==> src/rtl/ifsp_pkg.sv <==
package ifsp_pkg;

  localparam logic [7:0] PREAMBLE_BYTE = 8'hFA;
  localparam logic [7:0] MAX_LENGTH    = 8'hFE;

  localparam logic [7:0] BUS_ID_RESET = 8'hFF;
  localparam logic [7:0] MSG_ID_RESET = 8'h32;

  // Configuration register indexes
  localparam logic [1:0] REG_BUS_ID = 2'd0;
  localparam logic [1:0] REG_MSG_ID = 2'd1;

  // Result kinds
  localparam logic [1:0] KIND_PAYLOAD   = 2'd0;
  localparam logic [1:0] KIND_GOOD_SUM  = 2'd1;
  localparam logic [1:0] KIND_BAD_SUM   = 2'd2;

  typedef enum logic [5:0] {
    PH_HUNT    = 6'b000001,
    PH_BUS     = 6'b000010,
    PH_MSG     = 6'b000100,
    PH_LEN     = 6'b001000,
    PH_PAYLOAD = 6'b010000,
    PH_CHECK   = 6'b100000
  } phase_t;

  typedef struct packed {
    logic [1:0] kind;
    logic [7:0] data;
    logic [7:0] index;
    logic [7:0] length;
    logic       last;
  } result_t;

  // Handshake between the input stage, the parser and the output stage
  typedef struct packed {
    logic proc;  // parser consumes the held item this cycle
    logic adv;   // output register may load this cycle
  } flow_t;

endpackage

==> src/rtl/imu_serial_frame_parser.sv <==
// A byte is held in the input register, its result in the output register.
// One byte per cycle unless stalled; the parser state updates once per byte.
// Stalls on the output side back up through the input register.
// Reset (rst, synchronous, active high): parser hunts for a preamble,
// both channels empty, bus id 0xFF and message id 0x32.
module imu_serial_frame_parser
  import ifsp_pkg::*;
(
  input  logic       clk,
  input  logic       rst,
  // receive byte channel
  input  logic       in_valid,
  output logic       in_stall,
  input  logic [7:0] rx_byte,
  // result channel
  output logic       out_valid,
  input  logic       out_stall,
  output logic [1:0] result_kind,
  output logic [7:0] out_byte,
  output logic [7:0] byte_index,
  output logic [7:0] frame_length,
  output logic       last_payload,
  // configuration writes
  input  logic       cfg_valid,
  output logic       cfg_ready,
  input  logic [1:0] cfg_index,
  input  logic [7:0] cfg_data
);

  logic       held_vld;
  logic [7:0] held_byte;
  logic [7:0] bus_id;
  logic [7:0] msg_id;
  logic       res_vld;
  result_t    res;
  result_t    out_res;
  flow_t      flow;
  logic       adv;

  // Config registers: always ready, writes to unused indexes are dropped.
  assign cfg_ready = 1'b1;

  always_ff @(posedge clk) begin
    if (rst) begin
      bus_id <= BUS_ID_RESET;
      msg_id <= MSG_ID_RESET;
    end else if (cfg_valid && cfg_ready) begin
      case (cfg_index)
        REG_BUS_ID: bus_id <= cfg_data;
        REG_MSG_ID: msg_id <= cfg_data;
        default:    ;
      endcase
    end
  end

  // The held item is parsed only when the output register can take its
  // result, so the parser state never runs ahead of delivered items.
  assign flow.adv  = adv;
  assign flow.proc = held_vld & adv;

  ifsp_in_stage u_in (
    .clk       (clk),
    .rst       (rst),
    .in_valid  (in_valid),
    .rx_byte   (rx_byte),
    .flow      (flow),
    .in_stall  (in_stall),
    .held_vld  (held_vld),
    .held_byte (held_byte)
  );

  ifsp_parse u_parse (
    .clk     (clk),
    .rst     (rst),
    .proc    (flow.proc),
    .b       (held_byte),
    .bus_id  (bus_id),
    .msg_id  (msg_id),
    .res_vld (res_vld),
    .res     (res)
  );

  ifsp_out_stage u_out (
    .clk       (clk),
    .rst       (rst),
    .proc      (flow.proc),
    .res_vld   (res_vld),
    .res       (res),
    .out_stall (out_stall),
    .adv       (adv),
    .out_valid (out_valid),
    .out_res   (out_res)
  );

  assign result_kind  = out_res.kind;
  assign out_byte     = out_res.data;
  assign byte_index   = out_res.index;
  assign frame_length = out_res.length;
  assign last_payload = out_res.last;

endmodule

==> src/rtl/ifsp_in_stage.sv <==
module ifsp_in_stage
  import ifsp_pkg::*;
(
  input  logic       clk,
  input  logic       rst,
  input  logic       in_valid,
  input  logic [7:0] rx_byte,
  input  flow_t      flow,
  output logic       in_stall,
  output logic       held_vld,
  output logic [7:0] held_byte
);

  logic accept;

  assign in_stall = held_vld & ~flow.adv;
  assign accept   = in_valid & ~in_stall;

  always_ff @(posedge clk) begin
    if (rst) begin
      held_vld <= 1'b0;
    end else if (accept) begin
      held_vld <= 1'b1;
    end else if (flow.proc) begin
      held_vld <= 1'b0;
    end
  end

  always_ff @(posedge clk) begin
    if (accept) begin
      held_byte <= rx_byte;
    end
  end

endmodule

==> src/rtl/ifsp_parse.sv <==
module ifsp_parse
  import ifsp_pkg::*;
(
  input  logic       clk,
  input  logic       rst,
  input  logic       proc,
  input  logic [7:0] b,
  input  logic [7:0] bus_id,
  input  logic [7:0] msg_id,
  output logic       res_vld,
  output result_t    res
);

  phase_t     phase, phase_next;
  logic [7:0] sum, sum_next;
  logic [7:0] len, len_next;
  logic [7:0] cnt, cnt_next;
  logic [7:0] cnt_inc;
  logic [7:0] chk;
  logic       last;

  assign cnt_inc = cnt + 8'd1;
  assign last    = (cnt_inc >= len);
  assign chk     = sum + b;

  always_comb begin
    phase_next = PH_HUNT;
    sum_next   = 8'd0;
    len_next   = 8'd0;
    cnt_next   = 8'd0;
    res_vld    = 1'b0;
    res        = '0;
    res.data   = b;
    res.length = len;
    case (phase)
      PH_HUNT: begin
        if (b == PREAMBLE_BYTE) begin
          phase_next = PH_BUS;
        end
      end
      PH_BUS: begin
        if (b == bus_id) begin
          phase_next = PH_MSG;
          sum_next   = sum + b;
        end
      end
      PH_MSG: begin
        if (b == msg_id) begin
          phase_next = PH_LEN;
          sum_next   = sum + b;
        end
      end
      PH_LEN: begin
        if (b <= MAX_LENGTH) begin
          // empty frame goes straight to the checksum
          phase_next = (b == 8'd0) ? PH_CHECK : PH_PAYLOAD;
          sum_next   = sum + b;
          len_next   = b;
        end
      end
      PH_PAYLOAD: begin
        phase_next = last ? PH_CHECK : PH_PAYLOAD;
        sum_next   = sum + b;
        len_next   = len;
        cnt_next   = cnt_inc;
        res_vld    = 1'b1;
        res.kind   = KIND_PAYLOAD;
        res.index  = cnt;
        res.last   = last;
      end
      PH_CHECK: begin
        res_vld  = 1'b1;
        res.kind = (chk == 8'd0) ? KIND_GOOD_SUM : KIND_BAD_SUM;
      end
      default: begin
        phase_next = PH_HUNT;
      end
    endcase
  end

  always_ff @(posedge clk) begin
    if (rst) begin
      phase <= PH_HUNT;
      sum   <= 8'd0;
      len   <= 8'd0;
      cnt   <= 8'd0;
    end else if (proc) begin
      phase <= phase_next;
      sum   <= sum_next;
      len   <= len_next;
      cnt   <= cnt_next;
    end
  end

endmodule

==> src/rtl/ifsp_out_stage.sv <==
module ifsp_out_stage
  import ifsp_pkg::*;
(
  input  logic    clk,
  input  logic    rst,
  input  logic    proc,
  input  logic    res_vld,
  input  result_t res,
  input  logic    out_stall,
  output logic    adv,
  output logic    out_valid,
  output result_t out_res
);

  // register may load when empty or when its item leaves this cycle
  assign adv = ~out_valid | ~out_stall;

  always_ff @(posedge clk) begin
    if (rst) begin
      out_valid <= 1'b0;
    end else if (adv) begin
      out_valid <= proc & res_vld;
    end
  end

  always_ff @(posedge clk) begin
    if (adv && proc && res_vld) begin
      out_res <= res;
    end
  end

endmodule
==> config.mk <==
export PLATFORM = sky130hd
export DESIGN_NAME = imu_serial_frame_parser
export DESIGN_NICKNAME = d
export VERILOG_FILES = /design/src/rtl/ifsp_pkg.sv /design/src/rtl/imu_serial_frame_parser.sv /design/src/rtl/ifsp_in_stage.sv /design/src/rtl/ifsp_parse.sv /design/src/rtl/ifsp_out_stage.sv
export SDC_FILE = /design/constraint.sdc
export NUM_CORES = 1
export LEC_CHECK = 0
export BUFFER_PORTS_ARGS = -buffer_cell sky130_fd_sc_hd__buf_2
export CAP_MARGIN = 20
export CORE_ASPECT_RATIO = 2
export CORE_UTILIZATION = 55
export DETAILED_ROUTE_END_ITERATION = 10
export PLACE_DENSITY = 0.8
export REMOVE_ABC_BUFFERS = 1
export SLEW_MARGIN = 20
export SYNTH_ARGS = -nofsm -noshare
export SYNTH_HDL_FRONTEND = slang
export SYNTH_SLANG_ARGS = --single-unit
==> constraint.sdc <==
create_clock -name clk -period 3.4 [get_ports clk]
set_clock_uncertainty 0.1 [all_clocks]
set_input_delay 0.68 -clock clk [delete_from_list [all_inputs] [get_ports clk]]
set_output_delay 0.68 -clock clk [all_outputs]
set_load 0.02 [all_outputs]
==> results of run 1 <==
cells in the mapped netlist (all sizes together) (2+ instances only):
library cell,n,area share
nor3,5,0.0063
or4,2,0.0047
nand2b,3,0.0047
nor3b,4,0.0076
a21o,5,0.0095
and3b,2,0.0044
and2,9,0.014
o21ai,9,0.011
nor4,9,0.014
a211oi,2,0.0038
nand3,16,0.020
and3,4,0.0063
mux2i,6,0.015
edfxtp,35,0.27
ha,16,0.051
nand3b,7,0.013
clkbuf,14,0.013
buf,3,0.0057
o22ai,2,0.0032
dfxtp,48,0.24
a22o,3,0.0066
o21a,3,0.0057
nor2,29,0.028
a22oi,4,0.0076
xnor2,3,0.0066
or3,2,0.0032
nor2b,11,0.017
nand2,31,0.029
inv,17,0.016
nand4,4,0.0063
a211o,12,0.027
a21oi,25,0.032
xor2,24,0.053
o211ai,2,0.0038
registers in the layout, summed over array words and instances (netlist names):
register / flops
u_out.out_res: 27
bus_id: 8
msg_id: 8
u_in.held_byte: 8
u_parse.cnt: 8
u_parse.len: 8
u_parse.sum: 8
u_parse.phase: 6
u_in.held_vld: 1
u_out.out_valid: 1
layout make-up:
type                    count  area share
clock buffers               9      0.0495
flip-flops and latches     83       0.442
repair buffers             55      0.0627
well taps                  90      0.0247
clock inverters             7     0.00962
multi-input cells         270       0.398
inverters                  17      0.0140
worst paths after layout:
path,cells past startpoint,to
worst max register to register,7,u_out.out_res[25]
worst min-delay path,0,u_out.out_res[5]
worst max-delay path,7,u_out.out_res[25]
worst min register to register,0,u_out.out_res[5]
report_power, final:
part           total, mW  switching, mW  internal (mW)
registers           1.08         0.0271           1.05
logic              0.119         0.0703         0.0484
clock network      0.882          0.391          0.491
total               2.08          0.489           1.59
metal layers:
metal  vias to the layer above  GRT usage  share of wire
met3                        34     0.0361          0.031
met4                         0      0.213          0.061
met5                         -          0              0
met1                      1453      0.263           0.36
met2                        91      0.459           0.55
li1                       1493          -              -
cells by family after synthesis:
kind of cell | after synthesis | share of synthesized area
compound gates | 78 | 0.138
mux | 6 | 0.0152
flops | 83 | 0.508
fa+ha+maj | 17 | 0.0556
buf+inv | 34 | 0.0351
other cells | 1 | 0.000948
simple gates | 141 | 0.187
xor+xnor | 27 | 0.0598
layout by cell type (no fill, tap or decap), types with 3 or more instances in the layout:
cell type and n:
buf_2 51, dfxtp_1 48, edfxtp_1 35, nand2_1 31, nor2_1 29, xor2_1 24
a21oi_1 24, inv_1 17, nand3_1 16, ha_1 16, a211o_1 12, nor2b_1 11
nor4_1 9, and2_1 9, o21ai_0 9, clkbuf_16 9, nand3b_1 7, mux2i_1 6
nor3_1 5, a21o_1 5, and3_1 4, nor3b_1 4, a22oi_1 4, nand4_1 4
buf_4 4, xnor2_1 3, nand2b_1 3, o21a_1 3, a22o_1 3
==> impl_metrics.ini, run 1 <==
[run_status]
status = completed

[worst_setup_path]
worst_path_max_delay_cell = o311ai_0
cpPeakStageDelay_ns = 0.58
r2r_slack_ns = 0.68
critPathBufInv = 0
required_ns = 3.40
worstPathCellList = ha_1, a21o_1, a21oi_1, nand2_1, o311ai_0, xnor2_1, and3b_1
cp_max_fo = 7
cp_top_family = compound AO/OA/AOI/OAI gates
crit_path_end_kind = flop
rr_startpoint = u_in.held_byte[3]
crit_type = flop to flop
cp.arrival_ns = 2.73
cp-startpoint = u_in.held_byte[3]
worst_setup_path_start_kind = flop

[sta]
fmax_ghz = 0.367
layout_min_cycle_time_ns = 2.72
worst_pin_slew_ns = 0.733
setup_tns_ns = 0
hold_viol = 0
maxSlewViolCount = 0
finalCritPeriodShare = 0.801
slew_headroom = 0.512
hold_slack_ns = 0.362
setup_viol = 0
fin_ws_ns = 0.676
rsz0062_at_grt = false

[floorplan]
ios = 53
core-area_um2 = 6940
dieArea_um2 = 7560
start_util = 0.570
rows = 43
die_x_um = 62.0
die_h_um = 122

[clocking]
clk_pin_slew_worst_paths_ns = 0.06
cts_buffer_depth = 2
ctsHoldBuffers = 0
root_buffer = clkbuf_16
htreeDepth = 3
clk_latency_ns = 0.35
cts_setup_buffers = 0
cts_tree = done
cts_sinks = 83
cts_resized = 0
numCtsBuffers = 9

[yosys]
synth_cell_types = 53
synthCells = 387
synthArstFlopShare = 0
ys_ff_latch = 83
synth_area_per_cell_um2 = 10.2
yosysSeqAreaShare = 0.508
yosys_warnings = 0
synth_edf_count = 35
synth_top_flop_cell = dfxtp_1
synth_area_um2 = 3960

[job]
maxCapViolCount = 0

[placement]
place_area_um2 = 4280
place_ws_ns = 0.680
dp.cells = 515
post-dp-hpwl_um = 6400
globalplace.congestion = 0.912
port_buffers = 51

[power_and_ir_drop]
ir_drop_v = 0.000510
power_density_nw_per_um2 = 457
p_leak_nw = 1.90
finalPower_mw = 2.08

[finish]
syn2layout_area_growth_pct = 15.0
fin_nets = 476
multiInputGateArea_um2 = 1810
final_cells = 531
fillers = 555
seqCellArea_um2 = 2010
final_cell_area_um2 = 4550
utilization = 0.656
num_antenna_cells = 0
drive_gt1_frac = 0.168

[route]
ant_nets = 0
drc = 0
first_iter_violations = 132
vias = 3071
finalWirelength_um = 8730
firstDrtPassIters = 4
viasPerCell = 5.78
wire_per_inst_um = 16.4

[min_path]
hp-start = u_parse.len[4]
min-delay-path-class = flop to flop

[global_routing]
gr-usage-all-layers = 0.266
grt_antenna_before_repair = 0
grt_pass1_wl_um = 14300
gr-total-overflow = 0
grt_pass1_vias = 3020
grt_max_degree = 41
(Power assumes the default switching activity.)
==> run 2: changes to the inputs <==
- CORE_UTILIZATION: 55 -> 52
- PLACE_DENSITY: 0.8 -> 0.79
- clock period: 3.4 -> 2.4 ns (I/O delays scaled with it)
==> run 2 against run 1 <==
Net effect:
- die area up 5.6%
- sequential cell count unchanged
- worst setup slack worse by 0.62 ns
- worst hold slack worse by 0.15 ns
- sequential power up 40%
- cell area up 8.6%
- wire length up 20%
- global-route usage up 1.8 points
- non-clock buffer count up 36
- maximum frequency up 16%
- largest cell class unchanged
- highest routed layer unchanged
==> impl_metrics.ini, run 2 (synthesis gave the netlist of run 1 again) <==
[worst_setup_path]
worst_path_max_delay_cell = edfxtp_1
cp_max_fo = 4
cpPeakStageDelay_ns = 0.44
critPathBufInv = 0
worst_setup_path_start_kind = flop
worstPathCellList = ha_1, a21o_1, a21oi_1, xor2_1, nand4b_1, nor4_2, a21oi_1
crit_path_end_kind = flop
crit_type = flop to flop
cp.arrival_ns = 2.33
crit_top_cell = a21oi_1
cp_top_family = simple AND/OR/NAND/NOR gates
required_ns = 2.39
r2r_slack_ns = 0.06

[sta]
worst_pin_slew_ns = 0.580
fmax_ghz = 0.427
layout_min_cycle_time_ns = 2.34
finalCritPeriodShare = 0.976
slew_headroom = 0.612
maxSlewViolCount = 0
hold_slack_ns = 0.216
hold_viol = 0
setup_viol = 0
rsz0062_at_grt = true

[job]
maxCapViolCount = 0

[power_and_ir_drop]
power_density_nw_per_um2 = 636
finalPower_mw = 3.14
ir_drop_v = 0.000651
p_leak_nw = 2.11

[finish]
regMostFlops = u_out.out_res
fillers = 573
final_cells = 569
fin_nets = 512
largest_reg_flops = 27
syn2layout_area_growth_pct = 24.9
final_cell_mix = buf_2, dfxtp_1, buf_4
num_antenna_cells = 0
drive_gt1_frac = 0.270
mostFrequentLayoutCell = buf_2

[clocking]
clk_pin_slew_worst_paths_ns = 0.06
htreeDepth = 3
ctsHoldBuffers = 0
cts_tree = done
cts_sinks = 83
numCtsBuffers = 9
clk_latency_ns = 0.35
root_buffer = clkbuf_16
cts_buffer_depth = 2

[floorplan]
ios = 53
rows = 44
die_x_um = 63.7
start_util = 0.540
core-area_um2 = 7320
die_h_um = 125
dieArea_um2 = 7980

[placement]
dp.cells = 551
port_buffers = 51
globalplace.congestion = 0.945
post-dp-hpwl_um = 7700

[route]
finalWirelength_um = 10500
first_iter_violations = 207
viasPerCell = 5.95
ant_nets = 0
firstDrtPassIters = 6
vias = 3384
drc = 0
wire_per_inst_um = 18.5

[min_path]
min-delay-path-class = input port to flop

[global_routing]
grt_pass1_wl_um = 16700
grt_pass1_vias = 3505
gr-usage-all-layers = 0.284
grt_antenna_before_repair = 0
grt_max_degree = 23
gr-total-overflow = 0

[run_status]
status = completed
-- run 2: cell types whose count changed in the layout (fill, tap and decap cells not counted), moves of 2 or more --
cell / before / now
buf_4: 4 / 40
and3_4: 0 / 2
nor4_2: 0 / 5
clkinv_1: 2 / 0
dfxtp_1: 48 / 46
o21ai_0: 9 / 7
nor4_1: 9 / 4
and3_1: 4 / 2
dfxtp_2: 0 / 2
-- run 2: worst paths after layout --
check / from / endpoint / depth (start not counted)
worst max-delay path: u_in.held_byte[1] / u_out.out_res[26] / 7
worst min-delay path: rx_byte[4] / u_in.held_byte[4] / 1
worst max register to register: u_in.held_byte[1] / u_out.out_res[26] / 7
worst min register to register: u_parse.len[2] / u_out.out_res[3] / 0
-- run 2: routing by layer --
layer  track usage  part of all wire  vias up
li1              -                 -     1572
met2         0.541              0.59      126
met5             0                 0        -
met1         0.248              0.31     1639
met3        0.0511             0.040       47
met4         0.214             0.061        0
-- run 2: worst register-to-register path: cells and delay by family (launching register included) --
kind / cells / cell delay, ns
adders and majority gates: 1 / 0.31
AOI/OAI and AO/OA: 3 / 0.48
DFF: 1 / 0.44
xor gates and xnor gates: 1 / 0.20
and+or+nand+nor: 2 / 0.55
-- run 2: final cells by class --
| type | count | area [um^2] | area share |
|---|---|---|---|
| sequential | 83 | 2010 | 0.407 |
| inverter | 17 | 63.8 | 0.0129 |
| clock inverter | 7 | 73.8 | 0.0149 |
| clock buffer | 9 | 225 | 0.0455 |
| multi-input combinational | 270 | 1900 | 0.384 |
| timing repair buffer | 91 | 556 | 0.112 |
| tap | 92 | 115 | 0.0233 |
-- run 2: per-stage QoR --
step / utilization / setup WS (ns) / cell area [um^2] / TNS (ns)
2_1_floorplan: - / -0.622 / 3880 / -17.37
3_3_place_gp: 0.620 / 0.0171 / 4540 / 0
3_5_place_dp: 0.620 / -0.0450 / 4540 / -0.111
4_1_cts: 0.664 / 0.000571 / 4860 / 0
5_1_grt: 0.675 / -0.0322 / 4940 / -0.0479
6_report: 0.675 / 0.0576 / 4940 / 0
-- run 2: report_power, final --
group          switching (mW)  total [mW]  internal, mW  leakage (nW)
Clock                   0.576        1.39         0.810         0.146
Sequential             0.0233        1.51          1.49         0.761
Combinational           0.144       0.243        0.0991          1.20
Total                   0.744        3.14          2.40          2.11
-- run 2: timing repair --
item                                    in CTS  in global routing
endpoints found under the hold margin        0                  0
resized for setup                            5                 16
pin swaps                                    1                  3
endpoints found under the setup margin       5                 12
setup buffers                                0                  2
==> run 3: changes to the inputs <==
- CAP_MARGIN: 20 -> not set
- PLACE_DENSITY: 0.79 -> 0.84
==> run 3 against run 2 <==
Net effect:
- combinational power is 5% lower
- critical path depth is 1 higher
- core utilization is 0.29 points higher
- worst setup slack worse by 0.042 ns
- maximum frequency is 1.8% lower
- cell area is 0.43% higher
- clock power hardly changed
- register-to-register slack worse by 0.04 ns
- largest cell class unchanged
- sequential power hardly changed
- largest power group unchanged
- worst hold slack worse by 0.0016 ns
- first-iteration DRC count is 0.48% lower
- sequential share of layout area is 0.12 points lower
==> impl_metrics.ini, run 3 (synthesis gave the netlist of run 1 again) <==
[floorplan]
die_h_um = 125
rows = 44
die_x_um = 63.7
core-area_um2 = 7320
dieArea_um2 = 7980
start_util = 0.540
ios = 53

[sta]
maxSlewViolCount = 0
layout_min_cycle_time_ns = 2.38
slew_headroom = 0.616
fmax_ghz = 0.419
setup_tns_ns = 0
setup_viol = 0
hold_viol = 0
fin_ws_ns = 0.0155
worst_pin_slew_ns = 0.574
finalCritPeriodShare = 0.994

[finish]
multiInputGateArea_um2 = 1920
fin_nets = 510
syn2layout_area_growth_pct = 25.5
seqCellArea_um2 = 2020
num_antenna_cells = 0
final_cell_mix = buf_2, dfxtp_1, buf_4
final_cells = 567
fillers = 569
final_cell_area_um2 = 4970
drive_gt1_frac = 0.269
regMostFlops = u_out.out_res
mostFrequentLayoutCell = buf_2
largest_reg_flops = 27

[clocking]
clk_pin_slew_worst_paths_ns = 0.06
clk_latency_ns = 0.34
htreeDepth = 3
cts_buffer_depth = 2
ctsHoldBuffers = 0
numCtsBuffers = 9
cts_tree = done
cts_sinks = 83
root_buffer = clkbuf_16

[worst_setup_path]
r2r_cells = 8
r2r_slack_ns = 0.02
crit_type = flop to flop
worst_setup_path_start_kind = flop
rr_startpoint = u_in.held_byte[3]
r2r-end = u_out.out_res[25]
cp.arrival_ns = 2.38
cp_max_fo = 3
crit_path_end_kind = flop
required_ns = 2.40

[route]
drc = 0
finalWirelength_um = 10100
firstDrtPassIters = 4
ant_nets = 0
wire_per_inst_um = 17.9
viasPerCell = 5.88
vias = 3335
first_iter_violations = 206

[placement]
port_buffers = 51
place_ws_ns = -0.0610
place_area_um2 = 4500
globalplace.congestion = 1.01
post-dp-hpwl_um = 7360
dp.cells = 544

[power_and_ir_drop]
internal_power_mw = 2.39
p_comb_frac = 0.075
finalPower_mw = 3.12
netSwitchingFraction = 0.233
switchingPower_mw = 0.725
power_density_nw_per_um2 = 628
pwr-share-clk = 0.439
p_leak_nw = 2.08
pwr-share-seq = 0.486
ir_drop_v = 0.000599

[run_status]
status = completed

[min_path]
hold_depth = 1
min_to = u_in.held_byte[4]
min-delay-path-class = input port to flop
hp-start = rx_byte[4]

[global_routing]
grt_antenna_before_repair = 0
gr-usage-all-layers = 0.269
grt_pass1_vias = 3336
grt_max_degree = 27
gr-total-overflow = 0
grt_pass1_wl_um = 15900

[job]
maxCapViolCount = 0
## run 3: worst max-delay path: stages, from the launching register on
cell	delay, ns
edfxtp_1	0.44
ha_1	0.34
a21o_1	0.18
a21oi_1	0.23
nand2_1	0.16
o311ai_2	0.27
buf_4	0.16
xnor2_1	0.07
and3b_1	0.18
## run 3: stage by stage
step / hold WS (ns) / util
after CTS: 0.205 / 0.659
after detailed placement: 0.346 / 0.615
after global placement: 0.349 / 0.615
after global routing: 0.204 / 0.678
after floorplan: 0.329 / -
final: 0.214 / 0.678
## run 3: worst max-delay path by stage
stage / start / to
floorplan: u_parse.phase[0] / u_out.out_res[0]
global placement: u_parse.cnt[0] / u_out.out_res[0]
detailed placement: u_parse.cnt[0] / u_parse.phase[4]
CTS: u_in.held_byte[5] / u_out.out_res[25]
global route: u_in.held_byte[4] / u_parse.sum[7]
finish: u_in.held_byte[3] / u_out.out_res[25]
## run 3: per-layer routing
layer	part of all wire	global-route usage	vias up	wire length (um)
met3	0.037	0.0575	57	376
met4	0.073	0.242	0	740
met1	0.32	0.233	1585	3270
met2	0.57	0.492	128	5740
li1	-	-	1565	-
met5	0	0	-	0
## run 3: cell type report
class / count / share of cell area
Sequential cell: 83 / 0.406
Clock buffer: 10 / 0.0461
Multi-Input combinational cell: 270 / 0.388
Clock inverter: 6 / 0.0128
Inverter: 17 / 0.0128
Tap cell: 92 / 0.0232
Timing Repair Buffer: 89 / 0.111
## run 3: repair_timing
action | in CTS | in global routing
pin swaps | 2 | 9
gates resized for setup | 4 | 22
setup endpoints to repair | 5 | 6
setup buffers | 3 | 4
## run 3: power by group through the flow
stage / logic (mW) / registers (mW) / clock network, mW
after floorplan: 0.0995 / 1.55 / 0
after global placement: 0.208 / 1.54 / 0
after detailed placement: 0.215 / 1.55 / 0
after CTS: 0.217 / 1.51 / 1.38
after global routing: 0.251 / 1.52 / 1.44
final: 0.232 / 1.52 / 1.37
